**src/sv/spa_pkg.sv**
```systemverilog
package spa_pkg;

  localparam int MAX_TERMS = 64;
  localparam int AW = (MAX_TERMS > 1) ? $clog2(MAX_TERMS) : 1;
  localparam int CW = $clog2(MAX_TERMS + 1);
  localparam int COEF_W = 32;
  localparam int EXP_W = 16;

  typedef enum logic [1:0] {
    OP_CLEAR  = 2'd0,
    OP_INSERT = 2'd1,
    OP_ADD    = 2'd2,
    OP_DUMP   = 2'd3
  } op_t;

  typedef enum logic [1:0] {
    ST_OK    = 2'd0,
    ST_FULL  = 2'd1,
    ST_EMPTY = 2'd2
  } status_t;

  typedef enum logic [3:0] {
    S_IDLE,
    S_DISPATCH,
    S_SRD,
    S_SCMP,
    S_DECIDE,
    S_SHRD,
    S_SHWR,
    S_WRITE,
    S_RMRD,
    S_RMWR,
    S_DRD,
    S_DWAIT,
    S_EMIT
  } state_t;

  typedef enum logic [1:0] {
    RD_IDX,
    RD_PTR_DN,
    RD_PTR_UP
  } rd_sel_t;

  typedef enum logic [1:0] {
    WR_SHIFT,
    WR_NEW,
    WR_SUM
  } wr_sel_t;

  typedef enum logic [1:0] {
    RES_ZERO,
    RES_IN,
    RES_RD,
    RES_SUM
  } res_sel_t;

  typedef enum logic {
    OUT_RESULT,
    OUT_DUMP
  } out_src_t;

  typedef struct packed {
    logic     take;
    logic     idx_clr;
    logic     idx_inc;
    logic     hit_clr;
    logic     hit_ld;
    logic     ptr_from_cnt;
    logic     ptr_from_idx;
    logic     ptr_inc;
    logic     ptr_dec;
    logic     cnt_clr;
    logic     cnt_inc;
    logic     cnt_dec;
    logic     rd_en;
    rd_sel_t  rd_sel;
    logic     wr_en;
    wr_sel_t  wr_sel;
    logic     res_load;
    res_sel_t res_sel;
    logic     res_exp_zero;
    status_t  res_status;
    logic     out_load;
    out_src_t out_src;
  } cmd_t;

  typedef struct packed {
    op_t  op;
    logic cnt_zero;
    logic cnt_full;
    logic lt;
    logic hit;
    logic coef_zero;
    logic sum_zero;
    logic idx_last;
    logic idx_eq_cnt;
    logic ptr_dn_is_idx;
    logic rm_more;
    logic out_free;
  } sts_t;

endpackage

```
**src/sv/spa_ctrl.sv**
```systemverilog
module spa_ctrl (
  input  logic          clk,
  input  logic          rst_n,
  input  logic          in_valid,
  output logic          in_ready,
  input  spa_pkg::sts_t sts,
  output spa_pkg::cmd_t cmd
);
  import spa_pkg::*;

  state_t state_r;
  state_t state_nxt;

  always_ff @(posedge clk) begin
    if (!rst_n) begin
      state_r <= S_IDLE;
    end else begin
      state_r <= state_nxt;
    end
  end

  always_comb begin
    cmd = '0;
    in_ready = 1'b0;
    state_nxt = state_r;
    unique case (state_r)
      S_IDLE: begin
        in_ready = 1'b1;
        if (in_valid) begin
          cmd.take = 1'b1;
          cmd.idx_clr = 1'b1;
          cmd.hit_clr = 1'b1;
          state_nxt = S_DISPATCH;
        end
      end
      S_DISPATCH: begin
        unique case (sts.op)
          OP_CLEAR: begin
            cmd.cnt_clr = 1'b1;
            cmd.res_load = 1'b1;
            cmd.res_sel = RES_ZERO;
            cmd.res_exp_zero = 1'b1;
            cmd.res_status = ST_OK;
            state_nxt = S_EMIT;
          end
          OP_DUMP: begin
            if (sts.cnt_zero) begin
              cmd.res_load = 1'b1;
              cmd.res_sel = RES_ZERO;
              cmd.res_exp_zero = 1'b1;
              cmd.res_status = ST_EMPTY;
              state_nxt = S_EMIT;
            end else begin
              state_nxt = S_DRD;
            end
          end
          OP_INSERT, OP_ADD: begin
            state_nxt = sts.cnt_zero ? S_DECIDE : S_SRD;
          end
        endcase
      end
      S_SRD: begin
        cmd.rd_en = 1'b1;
        cmd.rd_sel = RD_IDX;
        state_nxt = S_SCMP;
      end
      S_SCMP: begin
        cmd.hit_ld = 1'b1;
        if (sts.lt) begin
          cmd.idx_inc = 1'b1;
          state_nxt = sts.idx_last ? S_DECIDE : S_SRD;
        end else begin
          state_nxt = S_DECIDE;
        end
      end
      S_DECIDE: begin
        cmd.res_status = ST_OK;
        if (sts.hit) begin
          if (sts.op == OP_INSERT) begin
            cmd.res_load = 1'b1;
            cmd.res_sel = RES_RD;
            state_nxt = S_EMIT;
          end else if (sts.sum_zero) begin
            if (sts.idx_last) begin
              cmd.cnt_dec = 1'b1;
              cmd.res_load = 1'b1;
              cmd.res_sel = RES_ZERO;
              state_nxt = S_EMIT;
            end else begin
              cmd.ptr_from_idx = 1'b1;
              state_nxt = S_RMRD;
            end
          end else begin
            cmd.wr_en = 1'b1;
            cmd.wr_sel = WR_SUM;
            cmd.res_load = 1'b1;
            cmd.res_sel = RES_SUM;
            state_nxt = S_EMIT;
          end
        end else if (sts.op == OP_ADD && sts.coef_zero) begin
          cmd.res_load = 1'b1;
          cmd.res_sel = RES_ZERO;
          state_nxt = S_EMIT;
        end else if (sts.cnt_full) begin
          cmd.res_load = 1'b1;
          cmd.res_sel = RES_ZERO;
          cmd.res_status = ST_FULL;
          state_nxt = S_EMIT;
        end else begin
          cmd.ptr_from_cnt = 1'b1;
          state_nxt = sts.idx_eq_cnt ? S_WRITE : S_SHRD;
        end
      end
      S_SHRD: begin
        cmd.rd_en = 1'b1;
        cmd.rd_sel = RD_PTR_DN;
        state_nxt = S_SHWR;
      end
      S_SHWR: begin
        cmd.wr_en = 1'b1;
        cmd.wr_sel = WR_SHIFT;
        cmd.ptr_dec = 1'b1;
        state_nxt = sts.ptr_dn_is_idx ? S_WRITE : S_SHRD;
      end
      S_WRITE: begin
        cmd.wr_en = 1'b1;
        cmd.wr_sel = WR_NEW;
        cmd.cnt_inc = 1'b1;
        cmd.res_load = 1'b1;
        cmd.res_sel = RES_IN;
        cmd.res_status = ST_OK;
        state_nxt = S_EMIT;
      end
      S_RMRD: begin
        cmd.rd_en = 1'b1;
        cmd.rd_sel = RD_PTR_UP;
        state_nxt = S_RMWR;
      end
      S_RMWR: begin
        cmd.wr_en = 1'b1;
        cmd.wr_sel = WR_SHIFT;
        cmd.ptr_inc = 1'b1;
        if (sts.rm_more) begin
          state_nxt = S_RMRD;
        end else begin
          cmd.cnt_dec = 1'b1;
          cmd.res_load = 1'b1;
          cmd.res_sel = RES_ZERO;
          cmd.res_status = ST_OK;
          state_nxt = S_EMIT;
        end
      end
      S_DRD: begin
        cmd.rd_en = 1'b1;
        cmd.rd_sel = RD_IDX;
        state_nxt = S_DWAIT;
      end
      S_DWAIT: begin
        if (sts.out_free) begin
          cmd.out_load = 1'b1;
          cmd.out_src = OUT_DUMP;
          cmd.idx_inc = 1'b1;
          state_nxt = sts.idx_last ? S_IDLE : S_DRD;
        end
      end
      S_EMIT: begin
        if (sts.out_free) begin
          cmd.out_load = 1'b1;
          cmd.out_src = OUT_RESULT;
          state_nxt = S_IDLE;
        end
      end
      default: begin
        state_nxt = S_IDLE;
      end
    endcase
  end

endmodule

```
**src/sv/spa_dp.sv**
```systemverilog
module spa_dp (
  input  logic                        clk,
  input  logic                        rst_n,
  input  logic [1:0]                  in_opcode,
  input  logic signed [spa_pkg::COEF_W-1:0] in_coefficient,
  input  logic [spa_pkg::EXP_W-1:0]   in_exponent,
  input  spa_pkg::cmd_t               cmd,
  output spa_pkg::sts_t               sts,
  output logic                        out_valid,
  input  logic                        out_ready,
  output logic signed [spa_pkg::COEF_W-1:0] out_coefficient,
  output logic [spa_pkg::EXP_W-1:0]   out_exponent,
  output logic                        out_last,
  output logic [1:0]                  out_status
);
  import spa_pkg::*;

  logic [COEF_W+EXP_W-1:0] mem [MAX_TERMS];

  op_t                      op_r;
  logic signed [COEF_W-1:0] coef_r;
  logic [EXP_W-1:0]         exp_r;
  logic [CW-1:0]            cnt_r;
  logic [CW-1:0]            idx_r;
  logic [CW-1:0]            ptr_r;
  logic                     hit_r;
  logic [COEF_W+EXP_W-1:0]  rdata_r;
  logic signed [COEF_W-1:0] res_coef_r;
  logic [EXP_W-1:0]         res_exp_r;
  status_t                  res_status_r;
  logic                     out_valid_r;
  logic signed [COEF_W-1:0] out_coef_r;
  logic [EXP_W-1:0]         out_exp_r;
  logic                     out_last_r;
  status_t                  out_status_r;

  logic signed [COEF_W-1:0] rd_coef;
  logic [EXP_W-1:0]         rd_exp;
  logic signed [COEF_W:0]   sum_wide;
  logic signed [COEF_W-1:0] sum_sat;
  logic [AW-1:0]            raddr;
  logic [AW-1:0]            waddr;
  logic [COEF_W+EXP_W-1:0]  wdata;
  logic [CW-1:0]            ptr_dn;
  logic [CW-1:0]            ptr_up;

  assign rd_coef = rdata_r[COEF_W+EXP_W-1:EXP_W];
  assign rd_exp = rdata_r[EXP_W-1:0];
  assign ptr_dn = ptr_r - CW'(1);
  assign ptr_up = ptr_r + CW'(1);

  always_comb begin
    sum_wide = {rd_coef[COEF_W-1], rd_coef} + {coef_r[COEF_W-1], coef_r};
    if (sum_wide[COEF_W] != sum_wide[COEF_W-1]) begin
      sum_sat = sum_wide[COEF_W] ? {1'b1, {(COEF_W-1){1'b0}}} : {1'b0, {(COEF_W-1){1'b1}}};
    end else begin
      sum_sat = sum_wide[COEF_W-1:0];
    end
  end

  always_comb begin
    unique case (cmd.rd_sel)
      RD_PTR_DN: raddr = ptr_dn[AW-1:0];
      RD_PTR_UP: raddr = ptr_up[AW-1:0];
      default:   raddr = idx_r[AW-1:0];
    endcase
  end

  always_comb begin
    unique case (cmd.wr_sel)
      WR_NEW: begin
        waddr = idx_r[AW-1:0];
        wdata = {coef_r, exp_r};
      end
      WR_SUM: begin
        waddr = idx_r[AW-1:0];
        wdata = {sum_sat, exp_r};
      end
      default: begin
        waddr = ptr_r[AW-1:0];
        wdata = rdata_r;
      end
    endcase
  end

  always_ff @(posedge clk) begin
    if (cmd.wr_en) begin
      mem[waddr] <= wdata;
    end
    if (cmd.rd_en) begin
      rdata_r <= mem[raddr];
    end
  end

  always_ff @(posedge clk) begin
    if (cmd.take) begin
      op_r <= op_t'(in_opcode);
      coef_r <= in_coefficient;
      exp_r <= in_exponent;
    end
    if (cmd.idx_clr) begin
      idx_r <= '0;
    end else if (cmd.idx_inc) begin
      idx_r <= idx_r + CW'(1);
    end
    if (cmd.ptr_from_cnt) begin
      ptr_r <= cnt_r;
    end else if (cmd.ptr_from_idx) begin
      ptr_r <= idx_r;
    end else if (cmd.ptr_inc) begin
      ptr_r <= ptr_up;
    end else if (cmd.ptr_dec) begin
      ptr_r <= ptr_dn;
    end
    if (cmd.hit_clr) begin
      hit_r <= 1'b0;
    end else if (cmd.hit_ld) begin
      hit_r <= (rd_exp == exp_r);
    end
    if (cmd.res_load) begin
      unique case (cmd.res_sel)
        RES_IN:  res_coef_r <= coef_r;
        RES_RD:  res_coef_r <= rd_coef;
        RES_SUM: res_coef_r <= sum_sat;
        default: res_coef_r <= '0;
      endcase
      res_exp_r <= cmd.res_exp_zero ? '0 : exp_r;
      res_status_r <= cmd.res_status;
    end
    if (cmd.out_load) begin
      if (cmd.out_src == OUT_DUMP) begin
        out_coef_r <= rd_coef;
        out_exp_r <= rd_exp;
        out_last_r <= sts.idx_last;
        out_status_r <= ST_OK;
      end else begin
        out_coef_r <= res_coef_r;
        out_exp_r <= res_exp_r;
        out_last_r <= 1'b1;
        out_status_r <= res_status_r;
      end
    end
  end

  always_ff @(posedge clk) begin
    if (!rst_n) begin
      cnt_r <= '0;
      out_valid_r <= 1'b0;
    end else begin
      if (cmd.cnt_clr) begin
        cnt_r <= '0;
      end else if (cmd.cnt_inc) begin
        cnt_r <= cnt_r + CW'(1);
      end else if (cmd.cnt_dec) begin
        cnt_r <= cnt_r - CW'(1);
      end
      if (cmd.out_load) begin
        out_valid_r <= 1'b1;
      end else if (out_ready) begin
        out_valid_r <= 1'b0;
      end
    end
  end

  always_comb begin
    sts.op = op_r;
    sts.cnt_zero = (cnt_r == '0);
    sts.cnt_full = (cnt_r == CW'(MAX_TERMS));
    sts.lt = (rd_exp < exp_r);
    sts.hit = hit_r;
    sts.coef_zero = (coef_r == '0);
    sts.sum_zero = (sum_sat == '0);
    sts.idx_last = ((idx_r + CW'(1)) == cnt_r);
    sts.idx_eq_cnt = (idx_r == cnt_r);
    sts.ptr_dn_is_idx = (ptr_dn == idx_r);
    sts.rm_more = ((ptr_r + CW'(2)) < cnt_r);
    sts.out_free = !out_valid_r || out_ready;
  end

  assign out_valid = out_valid_r;
  assign out_coefficient = out_coef_r;
  assign out_exponent = out_exp_r;
  assign out_last = out_last_r;
  assign out_status = out_status_r;

  a_cnt_bound: assert property (@(posedge clk) disable iff (!rst_n)
    cnt_r <= CW'(MAX_TERMS))
    else $error("Term count exceeds table size.");

  a_no_rw_clash: assert property (@(posedge clk) disable iff (!rst_n)
    !(cmd.wr_en && cmd.rd_en))
    else $error("Table read and write issued in the same cycle.");

  a_load_free: assert property (@(posedge clk) disable iff (!rst_n)
    cmd.out_load |-> (!out_valid_r || out_ready))
    else $error("Result register overwritten before its transaction.");

  a_inc_room: assert property (@(posedge clk) disable iff (!rst_n)
    cmd.cnt_inc |-> (cnt_r < CW'(MAX_TERMS)))
    else $error("Term stored into a full table.");

  a_dec_nonempty: assert property (@(posedge clk) disable iff (!rst_n)
    cmd.cnt_dec |=> ($past(cnt_r) != '0))
    else $error("Term removed from an empty table.");

endmodule

```
**src/sv/sparse_polynomial_accumulator.sv**
```systemverilog
// Channel   Ports                                                   Transaction
// input     in_valid, in_ready, in_opcode, in_coefficient,          one opcode
//           in_exponent
// result    out_valid, out_ready, out_coefficient, out_exponent,    one term or result
//           out_last, out_status
//
// Clear does not touch the table. Insert and add scan the stored terms in the single-port term
// table, shifting terms as needed to store a new term or to remove one whose sum is zero.
// Dump reads the stored terms one by one through the table's registered read port.
// Reset clears the term count and the control state; table contents are left as they are.
// A new transaction is taken while the previous result still waits in the output register;
// a stalled result channel holds the controller before it loads the next result.
module sparse_polynomial_accumulator (
  input  logic        clk,
  input  logic        rst_n,
  input  logic        in_valid,
  output logic        in_ready,
  input  logic [1:0]  in_opcode,
  input  logic signed [31:0] in_coefficient,
  input  logic [15:0] in_exponent,
  output logic        out_valid,
  input  logic        out_ready,
  output logic signed [31:0] out_coefficient,
  output logic [15:0] out_exponent,
  output logic        out_last,
  output logic [1:0]  out_status
);
  import spa_pkg::*;

  cmd_t cmd;
  sts_t sts;

  spa_ctrl u_ctrl (
    .clk      (clk),
    .rst_n    (rst_n),
    .in_valid (in_valid),
    .in_ready (in_ready),
    .sts      (sts),
    .cmd      (cmd)
  );

  spa_dp u_dp (
    .clk             (clk),
    .rst_n           (rst_n),
    .in_opcode       (in_opcode),
    .in_coefficient  (in_coefficient),
    .in_exponent     (in_exponent),
    .cmd             (cmd),
    .sts             (sts),
    .out_valid       (out_valid),
    .out_ready       (out_ready),
    .out_coefficient (out_coefficient),
    .out_exponent    (out_exponent),
    .out_last        (out_last),
    .out_status      (out_status)
  );

endmodule

```
**config.mk**
```make
export PLATFORM = sky130hd
export DESIGN_NAME = sparse_polynomial_accumulator
export DESIGN_NICKNAME = d
export VERILOG_FILES = /design/src/sv/spa_pkg.sv /design/src/sv/spa_ctrl.sv /design/src/sv/spa_dp.sv /design/src/sv/sparse_polynomial_accumulator.sv
export SDC_FILE = /design/constraint.sdc
export NUM_CORES = 2
export LEC_CHECK = 0
export BUFFER_PORTS_ARGS = -buffer_cell sky130_fd_sc_hd__buf_2
export CAP_MARGIN = 20
export CORE_AREA = 2 2 445 447
export DETAILED_ROUTE_END_ITERATION = 16
export DIE_AREA = 0 0 447 449
export HOLD_SLACK_MARGIN = 0.03
export PLACE_DENSITY = 0.84
export SYNTH_ARGS = -nofsm -noshare
export SYNTH_HDL_FRONTEND = slang
export SYNTH_HIERARCHICAL = 1
export SYNTH_SLANG_ARGS = --single-unit
```
**constraint.sdc**
```tcl
create_clock -name clk -period 22 [get_ports clk]
set_clock_uncertainty 0.15 [all_clocks]
set_input_delay 1.1 -clock clk [delete_from_list [all_inputs] [get_ports clk]]
set_output_delay 1.1 -clock clk [all_outputs]
set_load 0.03 [all_outputs]
```
# After elaboration in Yosys (flattened, before gate mapping)
# Memories as Yosys holds them, arrays and structs flattened. A register that Yosys moved wholly into a read port is not among the register bits.
# Index checks and enable logic that the tools add are counted.
# op_classes
add_sub_neg,7
order_cmp,2
eq_ne,31
n_mux,88
bitwise_logic,1
n_reduce_logical,17
# ops
operator,n
2-to-1 mux 32 bit,3
case mux 32 bit (3 select lines),1
case mux 48 bit (2 select lines),1
logical NOT 32 bit,2
case mux 4 bit (13 select lines),1
2-to-1 mux 3 bit,16
2-to-1 mux 7 bit,6
2-to-1 mux 4 bit,9
adder 32 x 32 -> 33 bit,1
2-to-1 mux 1 bit,29
case mux 6 bit (2 select lines),2
adder 7 x 1 -> 7 bit (second input constant),3
equality test 7 bit,3
equality test 4 bit (second input constant),5
2-to-1 mux 2 bit,9
case mux 3 bit (3 select lines),2
equality test 16 bit,1
equality test 4 x 3 -> 1 bit (second input constant),4
less-than comparator 16 bit,1
2-to-1 mux 16 bit,1
subtractor 7 x 1 -> 7 bit (second input constant),2
equality test 2 bit (second input constant),6
2-to-1 mux 6 bit,2
case mux 3 bit (4 select lines),1
other kinds (22),35
# word_totals
register_bits,178
ram_bits,3072
out_inout_bits,53
n_memories,1
# memory_table
name,depth,word_bits,rd,rd_ports_with_merged_regs,write_ports,line_no,rtl
u_dp.mem,64,48,1,1,1,spa_dp.sv:18,logic [COEF_W+EXP_W-1:0] mem [MAX_TERMS];

# Longest topological paths before layout
# logic_depth
word_depth,11
depth_mapped,19
depth_no_buf,17

# Hierarchy
# The synthesis kept the hierarchy.
# modules_own_cells
mod,instances,cells_each,area_per_inst_um2
spa_dp,1,6434,131536.2
spa_ctrl,1,101,757.0

# Worst setup path before layout
# OpenSTA, ideal clock, no wires.
# synth_timing
path_type,reg-to-reg
start,register u_dp.coef_r[0]
end,memory u_dp/mem[10][0] (netlist name) (enable)
arrival_time_ps,6528
slack_ps,14868
stages_incl_launch_ff,19
path_buffers,2
cell_sequence,edfxtp_1 > ha_1 > fa_1 > nand3_1 > a21o_1 > a21boi_0 > or3_1 > a221oi_1 > nand4_1 > and4b_1 > nand4_1 > nor3_1 > nor3_2 > ha_1 > clkbuf_1 > buf_1 > mux2i_1 > nand3_1 > nor2_1
# synth_lines
item,line_no,rtl
start: declaration,spa_dp.sv:21,logic signed [COEF_W-1:0] coef_r;
start signal: assignment,spa_dp.sv:98,coef_r <= in_coefficient;
end: declaration,spa_dp.sv:18,

==> impl_metrics.env <==
export IMPL_io_pins=107
export IMPL_synthesis_area_per_instance_sq_um=20.2
export IMPL_ir_drop_mv=0.101
export IMPL_global_route_usage_sum_pct=40.4
export IMPL_comb_power_share_pct=23.8
export IMPL_timing_critical_path_to="u_dp/mem[53][26]$_DFFE_PP_"
export IMPL_path_clk_slew_ns=0.06
export IMPL_post_route_period_util_pct=40.9
export IMPL_cts_root_buffer="sky130_fd_sc_hd__clkbuf_16"
export IMPL_synth_nets=6664
export IMPL_numCtsBuffers=327
export IMPL_post_cts_repair_setup_buffers=0
export IMPL_grt_first_pass_wirelength_microns=565000
export IMPL_cap_viol_max_count=0
export IMPL_yosys_most_used_dff="sky130_fd_sc_hd__edfxtp_1"
export IMPL_maximum_number_of_pins_on_one_net_before_global_route_repair=129
export IMPL_worstMarginPinSlew_ns=1.17
export IMPL_unrepaired_setup_endpoints_after_global_routing="no"
export IMPL_worstReg2RegStart="u_dp/rdata_r[16]$_DFFE_PP_"
export IMPL_chipHeight_microns=449
export IMPL_synth_seq_cells=3298
export IMPL_p_int_mw=12.0
export IMPL_layout_filler_cells=9575
export IMPL_netlist_area_leader_share_pct=74.4
export IMPL_fin_util_pct=75.0
export IMPL_mean_number_of_vias_per_cell=7.68
export IMPL_count_of_flip_flops_with_a_built_in_enable_after_synthesis=3278
export IMPL_syn_inst=6535
export IMPL_final_nets=6924
export IMPL_final_layout_size_suffix_gt1_share_pct=24.2
export IMPL_timing_hold_violations_final=0
export IMPL_share_clk_of_total_power_pct=30.8
export IMPL_grt_pass1_vias=74500
export IMPL_sort_of_element_at_the_start_of_the_critical_path="flip-flop"
export IMPL_initial_utilization_pct=67.4
export IMPL_io_buffer_count=106
export IMPL_critPathMaxStageDelay_ns=0.95
export IMPL_cp_required_ns=22.39
export IMPL_power_share_switching_pct=32.0
export IMPL_path_cells="ha_1 -> fa_1 -> nand3_1 -> a211oi_1 -> nor4_2 -> xnor2_1 -> nor4b_1 -> nand4_1 -> and4b_1 -> nand4_1 -> nor3_1 -> nor3_2 -> ha_4 -> mux2_2 -> nor2_1 -> nand3_1 -> nor2_4 -> buf_4 -> buf_4"
export IMPL_drt_drc_violations_left=0
export IMPL_core_area_sq_um=196000
export IMPL_clk_insertion_delay_late_ns=0.99
export IMPL_slew_viol_final=0
export IMPL_rows=163
export IMPL_status="finished clean"
export IMPL_whs_ns=0.145
export IMPL_reg2reg_slack_ns=13.01
export IMPL_final_setup_tns_ns=0
export IMPL_initialDrtViolationCount=14400
export IMPL_yosysWarnings=6
export IMPL_finalWirelength_microns=401000
export IMPL_ctsHtreeMaxLevel=5
export IMPL_leakage_nw=46.4
export IMPL_synthArstFlopShare_pct=0
export IMPL_clock_path_buffers=4
export IMPL_finalWorstPathRequiredPeriod_ns=8.99
export IMPL_cts_num_sinks=3298
export IMPL_synth_top_area_cell="sky130_fd_sc_hd__edfxtp_1"
export IMPL_flow_area_growth_from_synthesis_pct=11.2
export IMPL_crit_start="u_dp/rdata_r[16]$_DFFE_PP_"
export IMPL_antenna_violations_before_repair=36
export IMPL_post_synth_num_cell_types=87
export IMPL_die_width_microns=447
export IMPL_wl_per_cell_microns=41.5
export IMPL_worstSetupPathDepth=19
export IMPL_pwr_density_cell_nw_per_um2=120
export IMPL_syn_cell_area_sq_um=132000
export IMPL_critical_path_n_buffers_inverters=2
export IMPL_fmaxAchievable_mhz=111
export IMPL_worstHoldPathType="in -> reg"
export IMPL_gpl_final_weighted_congestion=0.929
export IMPL_endpoint_kind="flip-flop"
export IMPL_cts_resized=0
export IMPL_design_die_area_sq_um=201000
export IMPL_setup_worst_path_class="reg -> reg"
export IMPL_power_switching_mw=5.67
export IMPL_synth_sequential_area_ratio_pct=74.7
export IMPL_first_pass_iters=8
export IMPL_clock_tree_from_tritoncts="done"
export IMPL_worst_endpoint_arrival_ns=9.38
export IMPL_ff_latch_area_sq_um=98800
export IMPL_timing_critical_path_slowest_stage_cell="sky130_fd_sc_hd__nor3_1"
export IMPL_count_of_antenna_violating_nets_left_after_detailed_routing=0
export IMPL_detailedPlacementHpwl_microns=198000
export IMPL_number_of_hold_buffers_added_after_cts=0
export IMPL_cpLargestDelayFamily="simple AND/OR/NAND/NOR gates"
export IMPL_multi_input_area_sq_um=32400
export IMPL_worstPathMaxFanout=36
export IMPL_route_vias_total=74400
export IMPL_synth_top_cells_by_area="sky130_fd_sc_hd__edfxtp_1 74%, sky130_fd_sc_hd__mux4_2 13%, sky130_fd_sc_hd__mux2i_1 2.6%, sky130_fd_sc_hd__a21oi_1 1.2%, sky130_fd_sc_hd__a211oi_1 1.2%"
export IMPL_r2r_end="u_dp/mem[53][26]$_DFFE_PP_"
export IMPL_r2r_worst_path_cells=19
export IMPL_gr_total_overflow=0
export IMPL_slew_headroom_pct=19.6
export IMPL_seqPwrFrac_pct=45.4
export IMPL_setup_viol=0
power groups by stage:
stage	Clock, mW	Sequential (mW)	Combinational [mW]
floorplan	0	8.12	2.28
global placement	0	8.15	3.68
detailed placement	0	8.16	3.79
CTS	5.45	8.03	3.94
global route	5.65	8.04	4.30
finish	5.45	8.03	4.20
per-stage QoR:
step | setup slack, ns | instance area (sq um) | cells | power [mW]
floorplan | 14.87 | 132000 | 6535 | 10.4
global placement | 13.61 | 137000 | 9085 | 11.8
detailed placement | 13.54 | 137000 | 9087 | 12.0
CTS | 13.25 | 147000 | 9651 | 17.4
global route | 13.06 | 147000 | 9674 | 18.0
finish | 13.01 | 147000 | 9683 | 17.7
per-layer routing:
metal  vias to the layer above  wire [microns]  part of all wire (%)  track usage (%)
met5                         -             179                 0.045                0
met4                        28           26500                   6.6             21.4
met3                      1610           62600                    16             12.1
met2                      8054          189000                    47             62.0
met1                     37200          124000                    31             53.0
li1                      27500               -                     -                -
cells in the mapped netlist, types with 35 or more instances:
cell type	n
sky130_fd_sc_hd__mux4_2	768
sky130_fd_sc_hd__nand2_1	158
sky130_fd_sc_hd__nor2b_1	211
sky130_fd_sc_hd__a211oi_1	209
sky130_fd_sc_hd__o21ai_0	65
sky130_fd_sc_hd__buf_1	45
sky130_fd_sc_hd__edfxtp_1	3278
sky130_fd_sc_hd__ha_1	73
sky130_fd_sc_hd__mux2i_1	347
sky130_fd_sc_hd__inv_1	69
sky130_fd_sc_hd__a21oi_1	324
sky130_fd_sc_hd__buf_2	138
sky130_fd_sc_hd__xnor2_1	35
sky130_fd_sc_hd__clkbuf_1	175
sky130_fd_sc_hd__nor2_1	167
sky130_fd_sc_hd__nand3_1	42
sky130_fd_sc_hd__mux2_2	51
placed cells by master, fill, tap and decap left out, drive strengths merged, types with 20 or more instances in the layout:
cell type and instances:
inv 80, nand3 42, xnor2 36, buf 305, a211oi 210, mux2i 348, nand2 159, dfxtp 20
a21oi 326, clkbuf 408, a21o 24, o21ai 78, mux4 768, ha 73, nor2 168, nor2b 211
mux2 51, nor3 22, clkinv 116, a22o 20, xor2 30, edfxtp 3278, bufinv 21
layout make-up:
cell class	instances	share of cell area, %
Inverter	70	0.179
Clock inverter	157	0.878
Multi-Input combinational cell	2792	22.0
Clock buffer	407	5.85
Timing Repair Buffer	306	1.57
Tap cell	2640	2.25
Sequential cell	3298	67.2
Antenna cell	13	0.0221
flip-flops by register name (all words and copies together) (netlist names):
register	cells
u_ctrl/state_r	4
u_dp/cnt_r	7
u_dp/coef_r	32
u_dp/exp_r	16
u_dp/hit_r	1
u_dp/idx_r	7
u_dp/mem	3072
u_dp/op_r	2
u_dp/out_coefficient	32
u_dp/out_exponent	16
u_dp/out_last	1
u_dp/out_status	2
u_dp/out_valid	1
u_dp/ptr_r	7
u_dp/rdata_r	48
u_dp/res_coef_r	32
u_dp/res_exp_r	16
u_dp/res_status_r	2
logic make-up after synthesis:
kind of cell,Yosys count,share of synthesized area [%]
AO/OA/AOI/OAI,782,3.80
XOR/XNOR,66,0.443
adder cells (fa/ha/maj),75,0.721
buffers and inverters,445,1.46
flip-flops,3298,74.7
multiplexers,1167,16.1
AND/OR/NAND/NOR,702,2.73
how the worst min path moves through the flow:
stage / from / end / slack (ns) / cells after the start
2_1_floorplan: u_dp/hit_r$_SDFFE_PP0P_ / u_dp/hit_r$_SDFFE_PP0P_ / 0.30 / 2
4_1_cts: in_exponent[3] / u_dp/exp_r[3]$_DFFE_PP_ / 0.11 / 1
5_1_grt: in_exponent[3] / u_dp/exp_r[3]$_DFFE_PP_ / 0.15 / 1
6_report: in_exponent[3] / u_dp/exp_r[3]$_DFFE_PP_ / 0.15 / 1
3_3_place_gp: u_dp/hit_r$_SDFFE_PP0P_ / u_dp/hit_r$_SDFFE_PP0P_ / 0.38 / 2
3_5_place_dp: u_dp/res_coef_r[19]$_DFFE_PP_ / u_dp/out_coefficient[19]$_DFFE_PP_ / 0.39 / 1
No activity file was read; power rests on OpenSTA's default activity.
